<file path="src/hdl/rakm_ram.sv">
// ----------------------------------------------------------------------------
// rakm_ram
// Generic single-write, single-read RAM with registered read data.
// ----------------------------------------------------------------------------
`default_nettype none

module rakm_ram #(
    parameter int W = 8,
    parameter int D = 16
) (
    input  wire logic                 i_clk,
    input  wire logic                 i_we,
    input  wire logic [$clog2(D)-1:0] i_waddr,
    input  wire logic [W-1:0]         i_wdata,
    input  wire logic [$clog2(D)-1:0] i_raddr,
    output logic      [W-1:0]         o_rdata
);

    logic [W-1:0] r_mem [D];

    // Write, then read registered
    always_ff @(posedge i_clk) begin
        if (i_we) begin
            r_mem[i_waddr] <= i_wdata;
        end
        o_rdata <= r_mem[i_raddr];
    end

endmodule

`default_nettype wire

</file>
<file path="config.mk">
export PLATFORM = sky130hd
export DESIGN_NAME = rakm_ram
export DESIGN_NICKNAME = d
export VERILOG_FILES = /design/src/hdl/rakm_ram.sv
export SDC_FILE = /design/constraint.sdc
export NUM_CORES = 1
export LEC_CHECK = 0
export BUFFER_PORTS_ARGS = -buffer_cell sky130_fd_sc_hd__clkbuf_2
export CAP_MARGIN = 10
export CORE_ASPECT_RATIO = 1.25
export CORE_MARGIN = 3
export CORE_UTILIZATION = 54
export CTS_BUF_LIST = sky130_fd_sc_hd__clkbuf_8
export CTS_CLUSTER_DIAMETER = 100
export DETAILED_ROUTE_END_ITERATION = 16
export PLACE_DENSITY_LB_ADDON = 0.1
export SLEW_MARGIN = 10
export SYNTH_ARGS = -nofsm -noshare
export SYNTH_HDL_FRONTEND = slang
export SYNTH_SLANG_ARGS = --single-unit
</file>
<file path="constraint.sdc">
create_clock -name i_clk -period 2.27 [get_ports i_clk]
set_input_delay 0.681 -clock i_clk [delete_from_list [all_inputs] [get_ports i_clk]]
set_output_delay 0.681 -clock i_clk [all_outputs]
set_load 0.03 [all_outputs]
</file>
==> impl_results.md <==
- Mean Syn Cell Area: 22.5 sq um
- Routed wire length: about 9400 um
- DRC viols: 0
- Max cap viols: 0
- Internal Dissipation: roughly 4 mW
- Postcts setup bufs: 0
- Distinct cells, synth: 19
- GRT Total Usage: 19.7%
- Sw Pwr: 1.05 mW
- Placer congestion estimate: just over 0.7
- Relative slew margins: 72.2%
- CP startpoint kind: primary input
- Sequential power share: between 50% and 60%
- Largest net degree at the start of global routing: 33
- Worst hold-check path type: in -> reg
- Die area: around 11,000 sq um
- Synth warn: 0
- CTS resizes: 0
- Slew @ Worst Pin: around 0.42 ns
- Clk Latency, worst-skew pair: 0.42 ns
- Post-synth top flop: edfxtp_1
- Pins Over Slew Limit: 0
- Rows: 39
- Grt peak-use layer: met2
- Yosys reg bits: between 100 and 150
- Diode count: 0
- Crit Path Class: in -> reg
- Seq/Total Area, Yosys: ~80%
- Worst-path fanout max: 8
- Period utilisation layout: roughly three quarters
- Max Fclk: ~0.59 GHz
- Syn nets: ~250
- Vias/cell: around 5.7
- Sink Count: roughly 140
- Part of the power in combinational logic: just under 6%
- Area of the mapped netlist: between 5000 and 6000 sq um
- Layout Cells excl Fill: roughly 420
- CP bufs+invs: 2
- Initial DRC Count: about 160
- Clock-pin slew on the worst setup and hold paths: 0.07 ns
- Fin nets: slightly above 300
- Asr flop ratio synth: 0%
- Outcome: complete, no violations
- RSZ-0062 raised after global routing: false
- Clk root buf: clkbuf_8
- Final hold vios: 0
- Final ANT Viol Nets: 0
- Crit path cell chain: clkbuf_2 -> buf_4 -> mux4_1 -> a22oi_1 -> nand2_1
- DP Area: 5530 sq um
- # setup viols final: 0
- Post-synth top cells: edfxtp_1 (128), mux4_2 (18), a22oi_1 (16)
- TritonCTS Buffers: 17
- Setup TNS: 0 ns
- Leak pwr: 2.02 nW
- Final Critical Period: 1.69 ns
- Antenna violations before repair: 0
- Post-synth top area share: between 70% and 80%
- Design area: between 5000 and 6000 sq um
- Max incr delay on CP: between 0.6 and 0.7 ns
- CTS H-Tree Depth: 4
- Most frequent cell after synthesis: edfxtp_1
- M1 GR Usage: roughly a quarter
- RR Startpoint: r_mem[1][1]$_DFFE_PP_
- DP Wirelength: just under 6000 um
- Worst Slack Setup Final: around 0.58 ns
- Sw Share: 20.8%
- Vias: 2,385
- Area Overhead vs Synth: 15.1%
- Clock power frac: 38.2%
- Share of post-route cells with drive strength above 1: 31.5%
- Worst path slowest cell: mux4_1
- Post-synth EDFFs: 128
- TritonRoute pass-1 iters: 4
- Clock Tree Buf Depth: 2
- First-pass GRT wire length: around 14,000 um
- Max VDD drop: ~530 uV
- Floorplan core area: 9220 sq um
- Power, Total: between 5 and 6 mW
- Type of destination of the critical path: register
- Worst path required time: roughly 2.6 ns
- Top delay family on crit path: multiplexers
- Post-synth top area cell: edfxtp_1
- Placed Cells incl. Taps: 389
- # IOs: 26
- Worst Hold Launch: i_wdata[4]
- DIE WIDTH: between 90 and 100 um
- Worst path arrival time: 2.00 ns
- Vias in the first global route: roughly 2,500
- DIE HEIGHT: between 100 and 150 um
- Critical path origin: i_raddr[0]
- Starting density of the core: between 50% and 60%
- CTS tree: yes
- PortBufs: 25
- GRT met3 Usage: between 6 and 7%
- Clock Skews: 0.00682 ns
- Drt wl/cell: approximately 22 um
- Cts hold-fix bufs: 0
- Top cells by area, synth: edfxtp_1 (75%), mux4_2 (7.9%), mux4_1 (7.1%)
- Met2 Use GR: between 30% and 40%
- Gr ovfl total: 0
- Pre-CTS setup slack: 0.0918 ns
- PD cells: ~850 nW/um^2
- Number of standard cells after synthesis: 229
## area by class of cell
| cell class | count | area (sq um) |
|---|---|---|
| Timing Repair Buffer | 47 | 315 |
| Clock inverter | 15 | 160 |
| Clock buffer | 17 | 234 |
| Multi-Input combinational cell | 83 | 1060 |
| Fill cell | 641 | 3300 |
| Tap cell | 123 | 154 |
| Sequential cell | 136 | 4000 |
## cell usage in the layout, fill, tap and decap left out
master / Yosys / routed
clkinv_1: 0 / 3
clkinvlp_4: 0 / 3
nor3_1: 4 / 4
nand2_1: 9 / 9
buf_12: 0 / 2
nand3_1: 1 / 1
nor2_1: 13 / 13
and2b_1: 1 / 1
and2_1: 1 / 1
nand3b_1: 2 / 2
a22oi_1: 16 / 16
inv_1: 0 / 1
clkinv_4: 0 / 1
nand2b_1: 2 / 2
buf_4: 1 / 20
mux4_1: 14 / 14
edfxtp_1: 128 / 128
dfxtp_1: 8 / 8
inv_6: 0 / 1
bufinv_16: 0 / 3
clkbuf_2: 0 / 25
clkinv_2: 0 / 3
or3b_2: 1 / 1
clkbuf_8: 0 / 17
mux4_2: 18 / 18
nor2b_1: 1 / 1
## power by group through the flow
stage                     clock (mW)  combinational [mW]  sequential (mW)
after global placement             0               0.293             2.88
after floorplan                    0               0.143             2.91
final                           1.92               0.291             2.82
after CTS                       1.97               0.299             2.82
after detailed placement           0               0.298             2.88
after global routing            2.08               0.314             2.83
## path summary, 6_finish.rpt
path                                                to  slack [ns]  depth (start not counted)
worst max register to register      o_rdata[1]$_DFF_P_        0.89                          3
worst max-delay path                o_rdata[2]$_DFF_P_        0.58                          5
worst min-delay path            r_mem[10][4]$_DFFE_PP_        0.68                          1
worst min register to register      o_rdata[3]$_DFF_P_        0.68                          3
## worst reg2reg max path, stage by stage (launching register included)
cell	delay [ns]
edfxtp_1	0.37
mux4_1	0.50
a22oi_1	0.29
nand2_1	0.10
## metrics by stage
| step | utilization, % | hold WS, ns |
|---|---|---|
| floorplan | - | 0.629 |
| global placement | 60.0 | 0.655 |
| detailed placement | 60.0 | 0.664 |
| CTS | 64.2 | 0.657 |
| global route | 64.2 | 0.675 |
| finish | 64.2 | 0.676 |
## kinds of logic (layout without fill, tap and decap cells)
family	after synthesis	count (layout)	share of synthesized area (%)
compound gates	16	16	2.33
buf+inv	10	79	1.68
flops	136	136	77.8
mux	32	32	15.0
simple gates	35	35	3.18
## sequential cells by signal (all words and copies together), names as in the netlist
register and cells:
r_mem 128, o_rdata 8
## layer usage
layer | vias to the layer above | share of wire (%)
li1 | 1087 | -
met1 | 1223 | 42
met2 | 67 | 52
met3 | 8 | 5.2
met4 | 0 | 0.92
met5 | - | 0
Power figures use the tool's default switching activity.
