`src/hdl/rakm_pkg.sv`:
```
// ----------------------------------------------------------------------------
// rakm_pkg
// Shared types, sizes and codes of the rotated-alphabet KMP matcher.
// ----------------------------------------------------------------------------
`default_nettype none

package rakm_pkg;

    // Sizes
    localparam int P_DEPTH  = 1024;
    localparam int P_AW     = $clog2(P_DEPTH);
    localparam int P_LW     = $clog2(P_DEPTH + 1);
    localparam int A_DEPTH  = 64;
    localparam int A_AW     = $clog2(A_DEPTH);
    localparam int A_CW     = $clog2(A_DEPTH + 1);
    localparam int POS_W    = 20;
    localparam int SYM_W    = 7;
    localparam int SYM_N    = 1 << SYM_W;
    localparam int SHIFT_W  = 6;
    localparam int OP_W     = 3;
    localparam int STAT_W   = 2;
    // Remainder chain: one cell per quotient bit of the shift
    localparam int MOD_N    = SHIFT_W;
    localparam int DSH_W    = A_CW + SHIFT_W - 1;
    localparam int SETTLE_W = $clog2(MOD_N + 1);

    // Operation codes
    localparam logic [OP_W-1:0] OP_ALPHA = 3'd0;
    localparam logic [OP_W-1:0] OP_PAT   = 3'd1;
    localparam logic [OP_W-1:0] OP_TEXT  = 3'd2;
    localparam logic [OP_W-1:0] OP_CLR   = 3'd3;
    localparam logic [OP_W-1:0] OP_RST   = 3'd4;

    // Status codes
    localparam logic [STAT_W-1:0] ST_OK         = 2'd0;
    localparam logic [STAT_W-1:0] ST_PAT_FULL   = 2'd1;
    localparam logic [STAT_W-1:0] ST_ALPHA_FULL = 2'd2;

    typedef struct packed {
        logic [OP_W-1:0]  operation;
        logic [SYM_W-1:0] symbol;
    } t_in_req;

    typedef struct packed {
        logic [STAT_W-1:0] status;
        logic              match_found;
        logic [POS_W-1:0]  match_start;
        logic [POS_W-1:0]  match_count;
    } t_out_req;

endpackage

`default_nettype wire

```
`src/hdl/rakm_mod_cell.sv`:
```
// ----------------------------------------------------------------------------
// rakm_mod_cell
// One restoring step of the shift-modulo-count remainder chain.
// ----------------------------------------------------------------------------
`default_nettype none

module rakm_mod_cell (
    input  wire logic                          i_clk,
    input  wire logic [rakm_pkg::SHIFT_W-1:0]  i_rem,
    input  wire logic [rakm_pkg::DSH_W-1:0]    i_dsh,
    output logic      [rakm_pkg::SHIFT_W-1:0]  o_rem,
    output logic      [rakm_pkg::DSH_W-1:0]    o_dsh
);
    import rakm_pkg::*;

    logic [DSH_W-1:0] rem_ext;
    logic             take;

    assign rem_ext = DSH_W'(i_rem);
    assign take    = (i_dsh != '0) && (rem_ext >= i_dsh);

    // Subtract the shifted divisor when it fits, hand down the next weight
    always_ff @(posedge i_clk) begin
        o_rem <= take ? SHIFT_W'(rem_ext - i_dsh) : i_rem;
        o_dsh <= i_dsh >> 1;
    end

endmodule

`default_nettype wire

```
`config.mk`:
```
export PLATFORM = sky130hd
export DESIGN_NAME = rakm_mod_cell
export DESIGN_NICKNAME = d
export VERILOG_FILES = /design/src/hdl/rakm_pkg.sv /design/src/hdl/rakm_mod_cell.sv
export SDC_FILE = /design/constraint.sdc
export NUM_CORES = 1
export LEC_CHECK = 0
export ABC_CLOCK_PERIOD_IN_PS = 2450
export BUFFER_PORTS_ARGS = -buffer_cell sky130_fd_sc_hd__buf_4
export CELL_PAD_IN_SITES_DETAIL_PLACEMENT = 1
export CELL_PAD_IN_SITES_GLOBAL_PLACEMENT = 1
export CORE_ASPECT_RATIO = 0.6
export CORE_MARGIN = 10
export CORE_UTILIZATION = 34
export CTS_BUF_LIST = sky130_fd_sc_hd__clkbuf_4 sky130_fd_sc_hd__clkbuf_8 sky130_fd_sc_hd__clkbuf_16
export CTS_CLUSTER_SIZE = 10
export DETAILED_ROUTE_END_ITERATION = 12
export HOLD_SLACK_MARGIN = 0.1
export PLACE_DENSITY_LB_ADDON = 0.1
export SYNTH_ARGS = -nofsm -noshare
export SYNTH_HDL_FRONTEND = slang
export SYNTH_SLANG_ARGS = --single-unit
```
`constraint.sdc`:
```
create_clock -name i_clk -period 2.45 [get_ports i_clk]
set_input_delay 0 -clock i_clk [delete_from_list [all_inputs] [get_ports i_clk]]
set_output_delay 0 -clock i_clk [all_outputs]
set_load 0.02 [all_outputs]
```
==> results.sh <==
export IMPL_status="finished clean"
export IMPL_cts_tree="done"
export IMPL_ir_drop_v=0.0002748
export IMPL_multiInputGateArea_sq_um=380.4
export IMPL_gp_congestion=0.7138
export IMPL_die_w_microns=81.12
export IMPL_internal_power_mw=0.4950
export IMPL_ys_ff_latch=17
export IMPL_synth_edf_count=0
export IMPL_path_clk_slew_ps=60
export IMPL_ys_seq_area_share_pct=44.66
export IMPL_htree_num_levels=1
export IMPL_dpl_hpwl_microns=1970
export IMPL_cts_setup_buffers=0
export IMPL_clock_sinks=17
export IMPL_dieArea_sq_um=4597
export IMPL_crit_slowest_cell="dlygate4sd3_1"
export IMPL_syn_to_final_growth_pct=66.83
export IMPL_postSynth_asyncResetShare_pct=0
export IMPL_syn_area_sq_um=762.0
export IMPL_grt_max_degree=11
export IMPL_drive_gt1_share_pct=36.72
export IMPL_max_stage_delay_ps=540
export IMPL_first_pass_iters=3
export IMPL_tns_ps=0
export IMPL_drc=0
export IMPL_cellPowerDensity_nw_per_um2=532.1
export IMPL_rsz0062_at_grt="no"
export IMPL_ys_flop_type="dfxtp_1"
export IMPL_cts_buffers=3
export IMPL_whs_path_depth=3
export IMPL_drtAntennaViolNets=0
export IMPL_crit_type="primary input to register"
export IMPL_critical_path_required_ps=2590
export IMPL_cp_cell_sequence="dlygate4sd3_1, buf_4, inv_1, ha_1, fa_1, nand2b_1, a211oi_2, o21ai_2, mux2_4"
export IMPL_fin_crit_sh_pct=86.74
export IMPL_antenna_found_initial=0
export IMPL_yosysWarningCount=0
export IMPL_synth_fp_nets=99
export IMPL_start_kind="primary input"
export IMPL_grt_pass1_vias=789
export IMPL_wirelength_microns=2581
export IMPL_p_sw_mw=0.1814
export IMPL_drt_initial_drc_count=11
export IMPL_ff_latch_area_sq_um=340.3
export IMPL_max_freq_ghz=0.4706
export IMPL_rows=13
export IMPL_antennaDiodeCount=0
export IMPL_dr_total_vias=715
export IMPL_swShare_pct=26.81
export IMPL_synth_area_per_cell_sq_um=10.44
export IMPL_hold_path_class="primary input to register"
export IMPL_clk_path_buf_depth=2
export IMPL_cts_root_buf="clkbuf_8"
export IMPL_grt_pass1_wl_microns=4050
export IMPL_endpoint_kind="register"
export IMPL_maxCapViolCount=0
export IMPL_crit_arrival_ps=2260
export IMPL_fin_crit_ps=2125
export IMPL_clkPwrFrac_pct=29.9
export IMPL_synth_cells=73
export IMPL_fillerInstances=239
export IMPL_overflow=0
export IMPL_p_leak_nw=0.6272
export IMPL_cp_max_fo=6
export IMPL_total_power_mw=0.6764
export IMPL_ios=37
export IMPL_p_comb_share_pct=26.2
export IMPL_final_max_slew_viol_count=0
export IMPL_grt_usage_pct=11.27
export IMPL_die_h_microns=56.67
export IMPL_hold_viol=0
export IMPL_initial_core_util_pct=35.49
export IMPL_vias_per_cell=4.525
export IMPL_p_seq_share_pct=43.8
export IMPL_setup_viol=0
export IMPL_io_buffers=35
export IMPL_nets=155
export IMPL_core_area_sq_um=2147
export IMPL_synth_distinct_cells=27
export IMPL_wl_per_cell_microns=16.34
-- per-layer routing --
metal	track usage, %	vias up	wire length [microns]
met5	0	-	0
met4	2.948	0	21
met1	13.92	331	1208
li1	-	357	-
met3	4.444	2	198
met2	17.65	25	1153
-- power groups by stage --
| stage | registers (mW) | clock network [mW] | logic (mW) |
|---|---|---|---|
| CTS | 0.296 | 0.211 | 0.177 |
| global route | 0.298 | 0.225 | 0.194 |
| floorplan | 0.322 | 0 | 0.0661 |
| global placement | 0.301 | 0 | 0.151 |
| finish | 0.296 | 0.203 | 0.177 |
| detailed placement | 0.302 | 0 | 0.155 |
-- timing repair --
| action | 4_1_cts | 5_1_grt |
|---|---|---|
| endpoints found under the hold margin | 17 | 0 |
| resized for setup | 0 | 0 |
| hold buffers | 17 | 0 |
| endpoints found under the setup margin | 0 | 0 |
-- cell families after synthesis --
| family | share of synthesized area, % |
|---|---|
| flops | 44.66 |
| simple gates | 11.83 |
| compound gates | 12.97 |
| buf+inv | 5.419 |
| fa+ha+maj | 12.48 |
| mux | 9.852 |
| xor+xnor | 2.299 |
| other cells | 0.4921 |
-- final cells by class --
type / count / share of cell area [%]
multi-input combinational: 46 / 29.92
tap: 30 / 2.953
timing repair buffer: 52 / 34.06
sequential: 17 / 26.77
inverter: 9 / 2.657
clock buffer: 3 / 3.248
clock inverter: 1 / 0.3937
-- cell usage after synthesis (2+ instances only) --
cell	number	area, sq um
nor2_1	6	22.52
nand2_1	2	7.510
dfxtp_1	17	340.3
a211oi_2	2	25.02
inv_1	9	33.78
mux2_4	3	45.04
xnor2_1	2	17.52
mux2i_1	3	30.03
a21oi_1	2	10.01
ha_1	6	75.07
o21ai_0	3	15.01
nand2b_1	3	18.77
-- worst max-delay path: cells and delay by family --
family	cells	cell delay, ps
muxes	1	330
and+or+nand+nor	1	190
adders and majority gates	2	630
AOI/OAI and AO/OA	2	430
buffers and inverters	3	680
-- registers in the layout, summed over array words and instances, names as in the netlist --
name   count
o_dsh     11
o_rem      6
-- per-stage QoR --
stage	cell area [sq um]	util (%)	instances	hold slack [ps]	worst slack (ps)
2_1_floorplan	762.0	-	73	27.72	854.6
5_1_grt	1271	59.21	158	141.8	224.9
6_report	1271	59.21	158	140.7	324.8
4_1_cts	1271	59.21	158	125.6	330.2
3_3_place_gp	1055	49.13	137	112.0	710.1
3_5_place_dp	1055	49.13	137	113.7	625.4
-- final timing paths --
kind                  startpoint  slack [ps]  endpoint
worst max-delay path    i_rem[0]         320  o_rem[4]
worst min-delay path    i_dsh[0]         140  o_rem[0]
-- cells in the final DEF (no fill, tap or decap), types with 3 or more instances in the layout --
| master | count |
|---|---|
| buf_4 | 35 |
| clkbuf_8 | 3 |
| dfxtp_1 | 17 |
| dlygate4sd3_1 | 17 |
| ha_1 | 6 |
| inv_1 | 9 |
| mux2_4 | 3 |
| mux2i_1 | 3 |
| nand2b_1 | 3 |
| nor2_1 | 6 |
| o21ai_0 | 3 |
Note: power is estimated with default switching activity, not from simulation.
